[src/sv/tes_pkg.sv]
// Shared types and constants for the timed event scheduler.
`timescale 1ns / 1ps
`default_nettype none
package tes_pkg;

	localparam int TABLE_DEPTH_DEF     = 16;
	localparam int IMMEDIATE_DEPTH_DEF = 16;
	localparam int TIME_WIDTH_DEF      = 48;
	localparam int ID_W                = 16;
	localparam int REP_W               = 32;
	localparam int SEQ_W               = 16;

	typedef enum logic [2:0] {
		CMD_TICK, CMD_ADD_IMM, CMD_ADD_TIMED, CMD_RETIME,
		CMD_SET_CYCLE, CMD_SET_REPEAT, CMD_REMOVE, CMD_QUERY
	} cmd_t;

	typedef enum logic [1:0] {KIND_FIRED, KIND_ANSWER, KIND_TICK_DONE} kind_t;

	typedef enum logic [2:0] {
		STAT_OK, STAT_BAD_TIME, STAT_BAD_CYCLE, STAT_UNKNOWN, STAT_FULL
	} status_t;

	typedef enum logic [1:0] {ST_FREE, ST_TIMED, ST_PARKED} ent_st_t;

	typedef enum logic [3:0] {
		S_IDLE, S_MARK, S_MINW, S_IMM, S_PICK, S_FIRE, S_DONE, S_FIND, S_RESP
	} state_t;

	typedef struct packed {
		logic    en;
		logic    mark;
		logic    wr_st;
		ent_st_t st;
		logic    wr_id;
		logic    wr_due;
		logic    wr_cyc;
		logic    wr_rep;
		logic    dec_rep;
		logic    wr_seq;
		logic    clr_fire;
	} cell_op_t;

	typedef struct packed {
		logic push;
		logic shift;
	} fifo_op_t;

endpackage
`default_nettype wire

[src/sv/tes_cell.sv]
// One table entry of the event timeline, chained to its neighbors for searches.
`timescale 1ns / 1ps
`default_nettype none
module tes_cell #(
	parameter int TW    = tes_pkg::TIME_WIDTH_DEF,
	parameter int IW    = 4,
	parameter int INDEX = 0
) (
	input  logic                       clk,
	input  logic                       arst_n,
	input  tes_pkg::cell_op_t          op,
	input  logic [IW-1:0]              tgt,
	input  logic [tes_pkg::ID_W-1:0]   d_id,
	input  logic [TW-1:0]              d_due,
	input  logic [TW-1:0]              d_cyc,
	input  logic [tes_pkg::REP_W-1:0]  d_rep,
	input  logic [tes_pkg::SEQ_W-1:0]  d_seq,
	input  logic [TW-1:0]              now,
	input  logic [tes_pkg::ID_W-1:0]   key,
	input  logic                       id_hit_in,
	input  logic                       free_hit_in,
	output tes_pkg::ent_st_t           st,
	output logic [tes_pkg::ID_W-1:0]   id,
	output logic [TW-1:0]              due,
	output logic [TW-1:0]              cyc,
	output logic [tes_pkg::REP_W-1:0]  rep,
	output logic [tes_pkg::SEQ_W-1:0]  seq,
	output logic                       fire,
	output logic                       id_hit_out,
	output logic                       free_hit_out,
	output logic                       id_first,
	output logic                       free_first
);
	import tes_pkg::*;

	ent_st_t          st_q;
	logic [ID_W-1:0]  id_q;
	logic [TW-1:0]    due_q;
	logic [TW-1:0]    cyc_q;
	logic [REP_W-1:0] rep_q;
	logic [SEQ_W-1:0] seq_q;
	logic             fire_q;
	logic             sel;
	logic             id_hit;
	logic             free_hit;

	assign sel      = op.en && (tgt == IW'(INDEX));
	assign id_hit   = (st_q != ST_FREE) && (id_q == key);
	assign free_hit = (st_q == ST_FREE);

	assign id_first     = id_hit && !id_hit_in;
	assign free_first   = free_hit && !free_hit_in;
	assign id_hit_out   = id_hit_in || id_hit;
	assign free_hit_out = free_hit_in || free_hit;

	always_ff @(posedge clk or negedge arst_n) begin
		if (!arst_n) begin
			st_q   <= ST_FREE;
			fire_q <= 1'b0;
		end else begin
			if (sel && op.wr_st) begin
				st_q <= op.st;
			end
			if (op.mark) begin
				fire_q <= (st_q == ST_TIMED) && (due_q == now);
			end else if (sel && op.clr_fire) begin
				fire_q <= 1'b0;
			end
		end
	end

	always_ff @(posedge clk) begin
		if (sel) begin
			if (op.wr_id) begin
				id_q <= d_id;
			end
			if (op.wr_due) begin
				due_q <= d_due;
			end
			if (op.wr_cyc) begin
				cyc_q <= d_cyc;
			end
			if (op.wr_rep) begin
				rep_q <= d_rep;
			end else if (op.dec_rep) begin
				rep_q <= rep_q - REP_W'(1);
			end
			if (op.wr_seq) begin
				seq_q <= d_seq;
			end
		end
	end

	assign st   = st_q;
	assign id   = id_q;
	assign due  = due_q;
	assign cyc  = cyc_q;
	assign rep  = rep_q;
	assign seq  = seq_q;
	assign fire = fire_q;

endmodule
`default_nettype wire

[config.mk]
export PLATFORM = sky130hd
export DESIGN_NAME = tes_cell
export DESIGN_NICKNAME = d
export VERILOG_FILES = /design/src/sv/tes_pkg.sv /design/src/sv/tes_cell.sv
export SDC_FILE = /design/constraint.sdc
export NUM_CORES = 1
export LEC_CHECK = 0
export BUFFER_PORTS_ARGS = -buffer_cell sky130_fd_sc_hd__buf_2
export CAP_MARGIN = 5
export CORE_AREA = 2 2 159 161
export CTS_CLUSTER_SIZE = 40
export DETAILED_ROUTE_END_ITERATION = 6
export DIE_AREA = 0 0 161 163
export SLEW_MARGIN = 25
export SYNTH_ARGS = -nofsm -noshare
export SYNTH_HDL_FRONTEND = slang
export SYNTH_SLANG_ARGS = --single-unit
[constraint.sdc]
create_clock -name clk -period 2.36 [get_ports clk]
set_input_delay 0 -clock clk [delete_from_list [all_inputs] [get_ports clk]]
set_output_delay 0 -clock clk [all_outputs]
set_load 0.05 [all_outputs]
==> results.json <==
{
  "vias": 5878,
  "grt_start_max_net_pins": 49,
  "cts_max_level": 4,
  "nFillCells": 2216,
  "portBuffers": 410,
  "pwr-share-seq_pct": 47.2,
  "synth_nets": 675,
  "clkLatencyLatePin_ps": 420,
  "vias_per_cell": 4.21,
  "p_clk_share_pct": 41.3,
  "slew_headroom_pct": 74.9,
  "dr.first_iter.drc_count": 371,
  "leakagePower_nw": 4.79,
  "instances_no_fill": 1396,
  "start_util_pct": 26.8,
  "cts.sinks": 163,
  "drt_wl_total_um": 22900,
  "setup_viol": 0,
  "hold_path_depth": 6,
  "cp-start-kind": "register",
  "drv_cap": 0,
  "ys_seq_elements": 163,
  "dieHeight_um": 163,
  "setup_tns_ps": 0,
  "grt_pass1_wl_um": 33900,
  "rr_worst_depth": 5,
  "timing.hold.ws_ps": 28.1,
  "antenna_found_initial": 2,
  "fmax_mhz": 428,
  "ioPinCount": 411,
  "dp_hpwl_um": 16800,
  "rows": 58,
  "r2r_slack_ps": 20,
  "drtPass1Iterations": 4,
  "yosysSeqAreaShare_pct": 73.8,
  "synth.avg_cell_area_um2": 15.4,
  "ant_nets": 0,
  "synth.distinct_cells": 35,
  "crit_required_ps": 2520,
  "p_int_mw": 5.18,
  "synth.cell_area_um2": 6610,
  "rr_endpoint": "rep[22]$_DFFE_PP_",
  "place.gp.congestion": 0.875,
  "status": "finished, final reports clean",
  "power_density_nw_per_um2": 587,
  "period_needed_ps": 2340,
  "hold_path.class": "in -> reg",
  "syn_inst": 430,
  "dp_slack_ps": -23.5,
  "swShare_pct": 24.7,
  "cts_tree": "built",
  "slew_violations": 0,
  "crit_fanout": 4,
  "gr-total-overflow": 0,
  "skew_ps": 10.7,
  "crit_end": "rep[22]$_DFFE_PP_",
  "placed_cell_area_um2": 9360,
  "yosysWarningCount": 0,
  "layout-drive-gt1-share_pct": 47.0,
  "final_core_util_pct": 47.5,
  "fin_nets": 1296,
  "wl_per_cell_um": 16.4,
  "grt_pass1_vias": 6402,
  "setup_ws_ps": 20.9,
  "r2r_start": "rep[17]$_DFFE_PP_",
  "ctsRootBufferMaster": "clkbuf_16",
  "p_switching_mw": 1.70,
  "die_area_um2": 26200,
  "crit_arrival_ps": 2500,
  "die_w_um": 161,
  "worst_pin_slew_ps": 373,
  "placed_cells": 1190,
  "cts_buffer_depth": 2,
  "hold_viol": 0,
  "worstSetupPathType": "reg -> reg",
  "period_share_pct": 99.1,
  "design_area_um2": 11700,
  "end_kind": "register",
  "crit_start": "rep[17]$_DFFE_PP_",
  "rsz0062_at_grt": "true",
  "clkTransAtPathRegs_ps": 70,
  "area_growth_pct": 77.3,
  "cts_made_buffers": 17,
  "ir_worst_vdd_mv": 0.388,
  "track_usage_pct": 17.0,
  "core_region_area_um2": 24700,
  "power_mw": 6.88,
  "power_frac_comb_pct": 11.5,
  "drc_errors": 0
}
-- worst min path at each step --
stage,startpoint,end
2_1_floorplan,arst_n,fire$_DFFE_PN0P_
3_3_place_gp,arst_n,st[0]$_DFFE_PN0P_
3_5_place_dp,arst_n,st[0]$_DFFE_PN0P_
4_1_cts,now[9],fire$_DFFE_PN0P_
5_1_grt,now[9],fire$_DFFE_PN0P_
6_report,now[9],fire$_DFFE_PN0P_
-- flip-flops by register name, indices dropped and copies added (netlist names) --
| signal | count |
|---|---|
| cyc | 48 |
| due | 48 |
| rep | 32 |
| id | 16 |
| seq | 16 |
| st | 2 |
| fire | 1 |
-- layout by cell type, fill, tap and decap left out, types with 7 or more instances in the layout --
cell | netlist | final
nor4_1 | 16 | 12
nor3_1 | 13 | 13
clkbuf_16 | 0 | 17
xnor2_1 | 65 | 65
xor2_1 | 27 | 27
nor2_1 | 10 | 10
dlygate4sd3_1 | 0 | 168
o21ai_1 | 2 | 7
buf_4 | 0 | 32
o21ai_0 | 29 | 24
buf_2 | 1 | 410
edfxtp_1 | 160 | 160
nand2_1 | 40 | 40
nand4_1 | 12 | 12
-- worst max-delay path, cell delays in order (launching register included) --
cell	delay [ps]
edfxtp_1	390
or4_4	590
or3_4	350
or4_4	510
xor2_1	170
o21ai_1	70
-- final cells by class --
| type | instances | area [um^2] | share of cell area (%) |
|---|---|---|---|
| Antenna cell | 2 | 5.00 | 0.0427 |
| Clock buffer | 17 | 425 | 3.63 |
| Clock inverter | 15 | 186 | 1.59 |
| Inverter | 3 | 11.3 | 0.0961 |
| Multi-Input combinational cell | 253 | 1770 | 15.1 |
| Sequential cell | 163 | 4880 | 41.6 |
| Tap cell | 330 | 413 | 3.52 |
| Timing Repair Buffer | 613 | 4030 | 34.4 |
-- power by group through the flow --
| stage | Clock [mW] | Sequential, mW | Combinational (mW) |
|---|---|---|---|
| CTS | 2.93 | 3.25 | 0.785 |
| floorplan | 0 | 3.43 | 0.144 |
| finish | 2.84 | 3.25 | 0.788 |
| global placement | 0 | 3.31 | 0.550 |
| global route | 3.05 | 3.25 | 0.844 |
| detailed placement | 0 | 3.31 | 0.557 |
-- cell families (layout without fill, tap and decap cells) --
| kind of cell | count (synthesis) | in the layout | synth area share [%] |
|---|---|---|---|
| adder cells (fa/ha/maj) | 1 | 1 | 0.189 |
| buffers and inverters | 14 | 648 | 0.814 |
| AND/OR/NAND/NOR | 120 | 120 | 9.56 |
| other | 0 | 2 | 0 |
| flip-flops | 163 | 163 | 73.8 |
| AO/OA/AOI/OAI | 38 | 38 | 3.09 |
| XOR/XNOR | 92 | 92 | 12.2 |
| multiplexers | 2 | 2 | 0.341 |
-- synthesized netlist by cell type --
cell / instances / area, um^2
edfxtp_1: 160 / 4800
xnor2_1: 65 / 569
nand2_1: 40 / 150
o21ai_0: 29 / 145
xor2_1: 27 / 236
nor4_1: 16 / 100
nor3_1: 13 / 65.1
nand4_1: 12 / 75.1
nor2_1: 10 / 37.5
clkbuf_1: 9 / 33.8
or4_1: 6 / 45.0
and3_1: 4 / 25.0
nand3_1: 4 / 20.0
nand3b_1: 4 / 30.0
dfrtp_1: 3 / 75.1
inv_1: 3 / 11.3
or3_1: 3 / 18.8
a21oi_1: 2 / 10.0
mux2_2: 2 / 22.5
nand2b_1: 2 / 12.5
o21ai_1: 2 / 10.0
a21o_1: 1 / 7.51
and2_1: 1 / 6.26
and4bb_2: 1 / 12.5
buf_1: 1 / 3.75
buf_2: 1 / 5.00
ha_1: 1 / 12.5
nor2b_1: 1 / 6.26
o211ai_1: 1 / 7.51
o21a_1: 1 / 7.51
o21bai_1: 1 / 7.51
o31a_1: 1 / 8.76
or2_2: 1 / 6.26
or3_4: 1 / 11.3
or4b_2: 1 / 10.0
-- repair_timing --
action / in CTS / in global routing
hold buffers: 168 / 0
endpoints found under the setup margin: 2 / 4
pin swaps: 0 / 3
endpoints found under the hold margin: 166 / 0
setup buffers: 0 / 4
gates resized for setup: 1 / 8
-- routing by layer --
layer / part of all wire (%) / global-route usage, %
met1: 40 / 19.9
met3: 7.4 / 5.27
met4: 1.9 / 5.19
met2: 51 / 30.1
met5: 0 / 0
(Power assumes the default switching activity.)
