<file path="src/sv/tes_pkg.sv">
// Shared types and constants for the timed event scheduler.
`timescale 1ns / 1ps
`default_nettype none
package tes_pkg;

	localparam int TABLE_DEPTH_DEF     = 16;
	localparam int IMMEDIATE_DEPTH_DEF = 16;
	localparam int TIME_WIDTH_DEF      = 48;
	localparam int ID_W                = 16;
	localparam int REP_W               = 32;
	localparam int SEQ_W               = 16;

	typedef enum logic [2:0] {
		CMD_TICK, CMD_ADD_IMM, CMD_ADD_TIMED, CMD_RETIME,
		CMD_SET_CYCLE, CMD_SET_REPEAT, CMD_REMOVE, CMD_QUERY
	} cmd_t;

	typedef enum logic [1:0] {KIND_FIRED, KIND_ANSWER, KIND_TICK_DONE} kind_t;

	typedef enum logic [2:0] {
		STAT_OK, STAT_BAD_TIME, STAT_BAD_CYCLE, STAT_UNKNOWN, STAT_FULL
	} status_t;

	typedef enum logic [1:0] {ST_FREE, ST_TIMED, ST_PARKED} ent_st_t;

	typedef enum logic [3:0] {
		S_IDLE, S_MARK, S_MINW, S_IMM, S_PICK, S_FIRE, S_DONE, S_FIND, S_RESP
	} state_t;

	typedef struct packed {
		logic    en;
		logic    mark;
		logic    wr_st;
		ent_st_t st;
		logic    wr_id;
		logic    wr_due;
		logic    wr_cyc;
		logic    wr_rep;
		logic    dec_rep;
		logic    wr_seq;
		logic    clr_fire;
	} cell_op_t;

	typedef struct packed {
		logic push;
		logic shift;
	} fifo_op_t;

endpackage
`default_nettype wire

</file>
<file path="src/sv/tes_imm_cell.sv">
// One slot of the immediate event queue; drains toward slot zero.
`timescale 1ns / 1ps
`default_nettype none
module tes_imm_cell #(
	parameter int CW    = 5,
	parameter int INDEX = 0
) (
	input  logic                     clk,
	input  tes_pkg::fifo_op_t        op,
	input  logic [CW-1:0]            count,
	input  logic [CW-1:0]            pos,
	input  logic [tes_pkg::ID_W-1:0] push_val,
	input  logic [tes_pkg::ID_W-1:0] next_val,
	input  logic [tes_pkg::ID_W-1:0] key,
	input  logic                     hit_in,
	output logic [tes_pkg::ID_W-1:0] val,
	output logic                     hit_out,
	output logic                     first
);
	import tes_pkg::*;

	logic [ID_W-1:0] val_q;
	logic            hit;

	assign hit     = (CW'(INDEX) < count) && (val_q == key);
	assign first   = hit && !hit_in;
	assign hit_out = hit_in || hit;
	assign val     = val_q;

	always_ff @(posedge clk) begin
		if (op.shift && (CW'(INDEX) >= pos)) begin
			val_q <= next_val;
		end else if (op.push && (CW'(INDEX) == count)) begin
			val_q <= push_val;
		end
	end

endmodule
`default_nettype wire

</file>
<file path="config.mk">
export PLATFORM = sky130hd
export DESIGN_NAME = tes_imm_cell
export DESIGN_NICKNAME = d
export VERILOG_FILES = /design/src/sv/tes_pkg.sv /design/src/sv/tes_imm_cell.sv
export SDC_FILE = /design/constraint.sdc
export NUM_CORES = 1
export LEC_CHECK = 0
export BUFFER_PORTS_ARGS = -buffer_cell sky130_fd_sc_hd__clkbuf_2
export CAP_MARGIN = 30
export CORE_MARGIN = 5
export CORE_UTILIZATION = 42
export CTS_BUF_LIST = sky130_fd_sc_hd__clkbuf_8
export DETAILED_ROUTE_END_ITERATION = 8
export PLACE_DENSITY = 0.95
export SLEW_MARGIN = 25
export SYNTH_ARGS = -nofsm -noshare
export SYNTH_HDL_FRONTEND = slang
export SYNTH_SLANG_ARGS = --single-unit
</file>
<file path="constraint.sdc">
create_clock -name clk -period 2.94 [get_ports clk]
set_input_delay 0.294 -clock clk [delete_from_list [all_inputs] [get_ports clk]]
set_output_delay 0.294 -clock clk [all_outputs]
set_load 0.02 [all_outputs]
</file>
==> results of run 1 <==
-- logic make-up after synthesis --
family,Yosys count,share of synthesized area [%]
AOI/OAI and AO/OA,2,1.34
muxes,16,22.9
DFF,16,51.3
xor gates and xnor gates,16,15.0
buffers and inverters,1,1.20
and+or+nand+nor,12,8.29
-- stage by stage --
step	instances	hold WS [ns]	utilization (%)	instance area (µm²)
floorplan	63	0.511	-	936
global placement	169	0.600	62.5	1360
detailed placement	169	0.601	62.5	1360
CTS	173	0.332	64.5	1400
global route	173	0.332	64.5	1400
finish	173	0.334	64.5	1400
-- cell usage in the layout (no fill, tap or decap) --
| cell | netlist | layout |
|---|---|---|
| nand3_1 | 1 | 1 |
| xor2_1 | 16 | 16 |
| clkbuf_8 | 0 | 3 |
| nor4_2 | 1 | 1 |
| o21ai_0 | 1 | 1 |
| mux2_4 | 9 | 9 |
| o21bai_1 | 1 | 1 |
| nand3b_2 | 1 | 1 |
| nand2_1 | 2 | 2 |
| edfxtp_1 | 16 | 16 |
| or4_1 | 1 | 1 |
| clkinv_1 | 0 | 1 |
| clkbuf_2 | 0 | 79 |
| nor2_1 | 1 | 1 |
| mux2_2 | 7 | 7 |
| nor3_1 | 1 | 1 |
| nor4_1 | 4 | 4 |
-- where the power goes --
| part | internal (mW) | switching (mW) | total, mW |
|---|---|---|---|
| logic | 0.0540 | 0.0380 | 0.0919 |
| registers | 0.257 | 0.00354 | 0.261 |
| clock network | 0.0930 | 0.0790 | 0.172 |
| total | 0.404 | 0.120 | 0.525 |
-- per-layer routing --
layer  up-vias  share of wire (%)  track usage [%]
met5         -                  0                0
met4         0                4.7             10.9
met1       402                 31             19.0
li1        402                  -                -
met2        53                 57             37.4
met3        13                7.3             7.69
-- critical path: stages (launching register included) --
cell and delay [ns]:
edfxtp_1 0.40, xor2_1 0.16, nor4_1 0.36, nand3_1 0.17, nor3_1 0.18, clkbuf_2 0.21
-- cell usage after synthesis (all sizes together) --
master   n
nand3    1
o21ai    1
nor4     5
nand3b   1
buf      1
or4      1
xor2    16
nand2    2
nor2     1
mux2    16
nor3     1
o21bai   1
edfxtp  16
-- worst min-delay path by stage --
stage / depth (start not counted) / end
2_1_floorplan: 1 / val[10]
3_3_place_gp: 2 / val[13]
3_5_place_dp: 2 / val[6]
4_1_cts: 2 / val[6]
5_1_grt: 2 / val[3]
6_report: 2 / val[3]
-- final cells by class --
| cell class | instances | area share (%) |
|---|---|---|
| timing repair buffer | 79 | 28.2 |
| tap | 28 | 2.50 |
| multi-input combinational | 46 | 31.7 |
| sequential | 16 | 34.3 |
| clock inverter | 1 | 0.268 |
| clock buffer | 3 | 2.95 |
==> qor.json, run 1 <==
{
  "gp_congestion": 0.772,
  "clock_pin_slew_on_the_worst_setup_and_hold_paths_ns": 0.06,
  "count_of_buffers_from_port_buffering": 79,
  "grt_setup_unrepaired": "false",
  "clock_tree.root_cell": "clkbuf_8",
  "cts_max_path_buffers": 2,
  "fillers": 169,
  "layout-drive-gt1-share_pct": 69.0,
  "synth.cell_area_um2": 936,
  "dp_worst_setup_slack_ns": 0.782,
  "fp.coreArea_um2": 2170,
  "placementRows": 17,
  "routed_wirelength_um": 3020,
  "footprint_of_the_multi_input_gates_um2": 444,
  "chipWidth_um": 57.2,
  "critical_path_source": "val[10]",
  "first_iter_violations": 28,
  "cts_hold_buffers_added": 0,
  "dr_total_vias": 870,
  "power.ir.vdd_worst_v": 0.000351,
  "cts-resized-gates": 0,
  "grt_first_pass_wirelength_um": 4810,
  "total_die_area_um2": 3270,
  "power_density_over_the_cells_nw_per_um2": 375,
  "grt.overflow.total": 0,
  "synth_seq_area_share_pct": 51.3,
  "totalNegativeSetupSlack_ns": 0,
  "fin_nets": 208,
  "kind_of_start_point_of_the_critical_path": "flop",
  "max_slew_margin_pct": 57.4,
  "critPathKind": "reg2out",
  "mappedNetlistNets": 125,
  "synth.yosys.warnings": 0,
  "yosysTopAreaCellShare_pct": 51.3,
  "grt_start_max_net_pins": 18,
  "critical_path_required_ns": 2.65,
  "kind_of_end_point_of_the_critical_path": "output port",
  "drt_pre_antenna_iters": 4,
  "finalPower_mw": 0.525,
  "die_h_um": 57.2,
  "tritoncts_clock_tree": "done",
  "synth_top_cell_by_area": "edfxtp_1",
  "hold_path_startpoint": "push_val[3]",
  "number_of_ports_placed_on_the_die_boundary": 80,
  "result_of_the_run": "finished, final reports clean",
  "drcViolationCount": 0,
  "post-route-period-util_pct": 69.2,
  "antenna_found_initial": 0,
  "antennaDiodeCount": 0,
  "hold_vio_cnt_final": 0,
  "postRouteAntennaNets": 0,
  "syn2layout_area_growth_pct": 49.6,
  "max_clock_freq_mhz": 491,
  "timing.critical_path.to": "first",
  "p_leak_nw": 0.702,
  "fin_crit_ns": 2.04,
  "worst_slew_pin_slew_ns": 0.638,
  "ff_latch_area_um2": 480,
  "largest_register_ff_count": 16,
  "arrival_ns": 1.74,
  "initial_core_util_pct": 43.1,
  "htree_levels": 1,
  "vias_in_the_first_global_route": 998,
  "netlist-cell-type-count": 15,
  "synth_area_per_cell_um2": 14.9,
  "postSynthRegisterBits": 16,
  "syn-instance-count": 63,
  "clock_sink_count": 16,
  "groute.usage.overall_pct": 20.2,
  "hpwl_um": 2610,
  "total_clock_buffers_created_by_cts": 3,
  "synth.area.top_cells": "edfxtp_1 51%, xor2_1 15%, mux2_4 14%",
  "timing.critical_path.fanout_max": 2,
  "timing_max_transition_violations_final": 0,
  "detail_route.vias_per_cell": 5.03,
  "finalSetupViolCount": 0,
  "post_cts.repair.setup_buffers": 0,
  "wire_per_inst_um": 17.5,
  "layout_setup_ws_ns": 0.905,
  "number_of_maximum_capacitance_violations": 0,
  "hp-class": "in2reg"
}
Power figures use the tool's default switching activity.
==> run 2, diff against run 1 <==
- CORE_UTILIZATION: 42 -> 35
- PLACE_DENSITY: 0.95 -> 0.86
- clock period: 2.94 -> 1.72 ns (I/O delays scaled with it)
==> run 2 against run 1 <==
Against the previous run: the run now ends with negative setup slack left; sequential power up 70%; first-iteration DRC count down 43%; critical path depth unchanged.
==> qor.json, run 2 (same netlist as run 1, synthesis figures left out) <==
{
  "result_of_the_run": "complete, but fails checks",
  "violations": "negative setup slack",
  "layout_commonest_cell": "clkbuf_2",
  "grt_setup_unrepaired": "true",
  "cts_max_path_buffers": {"value": 2, "change": "unchanged"},
  "power.ir.vdd_worst": {"value": 0.000499, "unit": "V", "change": "+42%"},
  "antenna_found_initial": {"value": 0, "change": "unchanged"},
  "total_die_area": {"value": 3810, "unit": "µm²", "change": "+16%"},
  "max_slew_margin": {"value": 83.8, "unit": "%", "change": "+26 points"},
  "max_clock_freq_mhz": 575,
  "vias_in_the_first_global_route": {"value": 873, "change": "-13%"},
  "critical_path_required": {"value": 1.55, "unit": "ns", "change": "-1.10 ns"},
  "die_h": {"value": 61.7, "unit": "µm", "change": "+7.9%"},
  "drcViolationCount": {"value": 0, "change": "unchanged"},
  "timing.critical_path.fanout_max": {"value": 2, "change": "unchanged"},
  "cpLargestDelayFamily": "simple AND/OR/NAND/NOR gates",
  "routed_wirelength": {"value": 2630, "unit": "µm", "change": "-13%"},
  "fin_nets": {"value": 213, "change": "+2.4%"},
  "grt.met2_usage": {"value": 26.8, "unit": "%", "change": "-11 points"},
  "clock_tree.root_cell": "clkbuf_8",
  "dr_total_vias": {"value": 809, "change": "-7.0%"},
  "chipWidth": {"value": 61.7, "unit": "µm", "change": "+7.9%"},
  "wire_per_inst": {"value": 14.7, "unit": "µm", "change": "-16%"},
  "grt_start_max_net_pins": {"value": 17, "change": "-1"},
  "gr_busiest_metal": "met2",
  "antennaDiodeCount": {"value": 0, "change": "unchanged"},
  "kind_of_end_point_of_the_critical_path": "output port",
  "hold_vio_cnt_final": {"value": 0, "change": "unchanged"},
  "clock_pin_slew_on_the_worst_setup_and_hold_paths": {"value": 0.06, "unit": "ns", "change": "about the same"},
  "arrival": {"value": 1.57, "unit": "ns", "change": "-0.17 ns"},
  "layout_setup_ws": {"value": -0.0202, "unit": "ns", "change": "-0.925 ns"},
  "ff_latch_area": {"value": 480, "unit": "µm²", "change": "unchanged"},
  "clock_sink_count": {"value": 16, "change": "unchanged"},
  "timing.critical_path.cells": "xor2_1, nor4_2, nand3_1, nor3_1, buf_4",
  "postLayoutCoreUtil": {"value": 58.6, "unit": "%", "change": "-5.9 points"},
  "drt_pre_antenna_iters": {"value": 3, "change": "-1"},
  "postRouteAntennaNets": {"value": 0, "change": "unchanged"},
  "fin_crit_ns": 1.74,
  "first_iter_violations": {"value": 16, "change": "-43%"},
  "area_after_dpl": {"value": 1400, "unit": "µm²", "change": "+3.1%"},
  "groute.usage.overall": {"value": 14.7, "unit": "%", "change": "-5.6 points"},
  "gr-usage-met1": {"value": 15.6, "unit": "%", "change": "-3.5 points"},
  "power_density_over_the_cells": {"value": 599, "unit": "nW/µm²", "change": "+60%"},
  "placementRows": {"value": 18, "change": "+1"},
  "number_of_ports_placed_on_the_die_boundary": {"value": 80, "change": "unchanged"},
  "count_of_buffers_from_port_buffering": {"value": 79, "change": "unchanged"},
  "grt_util_met3": {"value": 2.69, "unit": "%", "change": "-5.0 points"},
  "total_clock_buffers_created_by_cts": {"value": 3, "change": "unchanged"},
  "hp-class": "in2reg",
  "finalSetupViolCount": {"value": 1, "change": "+1"},
  "grt.overflow.total": {"value": 0, "change": "unchanged"},
  "grt_first_pass_wirelength": {"value": 3950, "unit": "µm", "change": "-18%"},
  "number_of_maximum_capacitance_violations": {"value": 0, "change": "unchanged"},
  "syn2layout_area_growth_pct": 58.0,
  "p_leak": {"value": 0.736, "unit": "nW", "change": "+4.8%"},
  "hpwl": {"value": 2240, "unit": "µm", "change": "-14%"},
  "max_stage_delay": {"value": 0.40, "unit": "ns", "change": "about the same"},
  "cts_hold_buffers_added": {"value": 0, "change": "unchanged"},
  "post-route-period-util_pct": 101,
  "kind_of_start_point_of_the_critical_path": "flop",
  "tritoncts_clock_tree": "done",
  "critical_path_buf_inv_count": {"value": 1, "change": "unchanged"},
  "footprint_of_the_multi_input_gates": {"value": 457, "unit": "µm²", "change": "+2.8%"},
  "layout_common_cells": "77 x clkbuf_2, 16 x xor2_1, 16 x edfxtp_1, 9 x mux2_4, 7 x mux2_2",
  "finalPower": {"value": 0.886, "unit": "mW", "change": "+69%"},
  "detail_route.vias_per_cell": {"value": 4.52, "change": "-10%"},
  "final_area": {"value": 1480, "unit": "µm²", "change": "+5.6%"},
  "gp_congestion": {"value": 0.792, "change": "+2.6%"},
  "htree_levels": {"value": 1, "change": "unchanged"},
  "critPathSlowestCell": "edfxtp_1",
  "fp.coreArea": {"value": 2520, "unit": "µm²", "change": "+16%"},
  "initial_core_util": {"value": 37.1, "unit": "%", "change": "-6.0 points"},
  "worst_slew_pin_slew": {"value": 0.241, "unit": "ns", "change": "-0.397 ns"},
  "fillers": {"value": 217, "change": "+28%"},
  "largest_register_ff_count": {"value": 16, "change": "unchanged"},
  "critPathKind": "reg2out",
  "layout-drive-gt1-share": {"value": 71.8, "unit": "%", "change": "+2.8 points"},
  "timing_max_transition_violations_final": {"value": 0, "change": "unchanged"}
}
-- run 2: through the flow --
step / setup TNS [ns] / setup slack, ns / cells / hold slack (ns)
after detailed placement: 0 / 0.148 / 173 / 0.478
final: -0.0202 / -0.0202 / 179 / 0.221
after global placement: 0 / 0.124 / 173 / 0.475
after CTS: -0.144 / -0.0791 / 176 / 0.218
after floorplan: 0 / 0.00213 / 63 / 0.389
after global routing: -0.177 / -0.108 / 179 / 0.214
-- run 2: repair_timing --
action / 4_1_cts / 5_1_grt
endpoints found under the setup margin: 2 / 2
hold endpoints to repair: 0 / 0
gates resized for setup: 4 / 3
cloned: 0 / 0
setup buffers: 0 / 3
pin swaps: 1 / 3
-- run 2: final timing paths --
path  endpoint  depth (start not counted)    startpoint
max      first                          5       val[10]
min    val[12]                          2  push_val[12]
-- run 2: final cells by class --
type | count | area share, %
Clock buffer | 3 | 2.79
Multi-Input combinational cell | 46 | 30.9
Sequential cell | 16 | 32.5
Tap cell | 30 | 2.54
Timing Repair Buffer | 84 | 31.3
-- run 2: power by group --
part / internal (mW) / switching, mW / total (mW) / leakage, nW
sequential: 0.440 / 0.00574 / 0.445 / 0.145
clock: 0.155 / 0.125 / 0.281 / 0.0216
combinational: 0.0977 / 0.0625 / 0.160 / 0.570
-- run 2: layer usage --
layer  wire length [µm]  share of wire (%)
met5                  0                  0
met4                 81                3.1
met3                158                6.0
met2               1520                 58
met1                871                 33
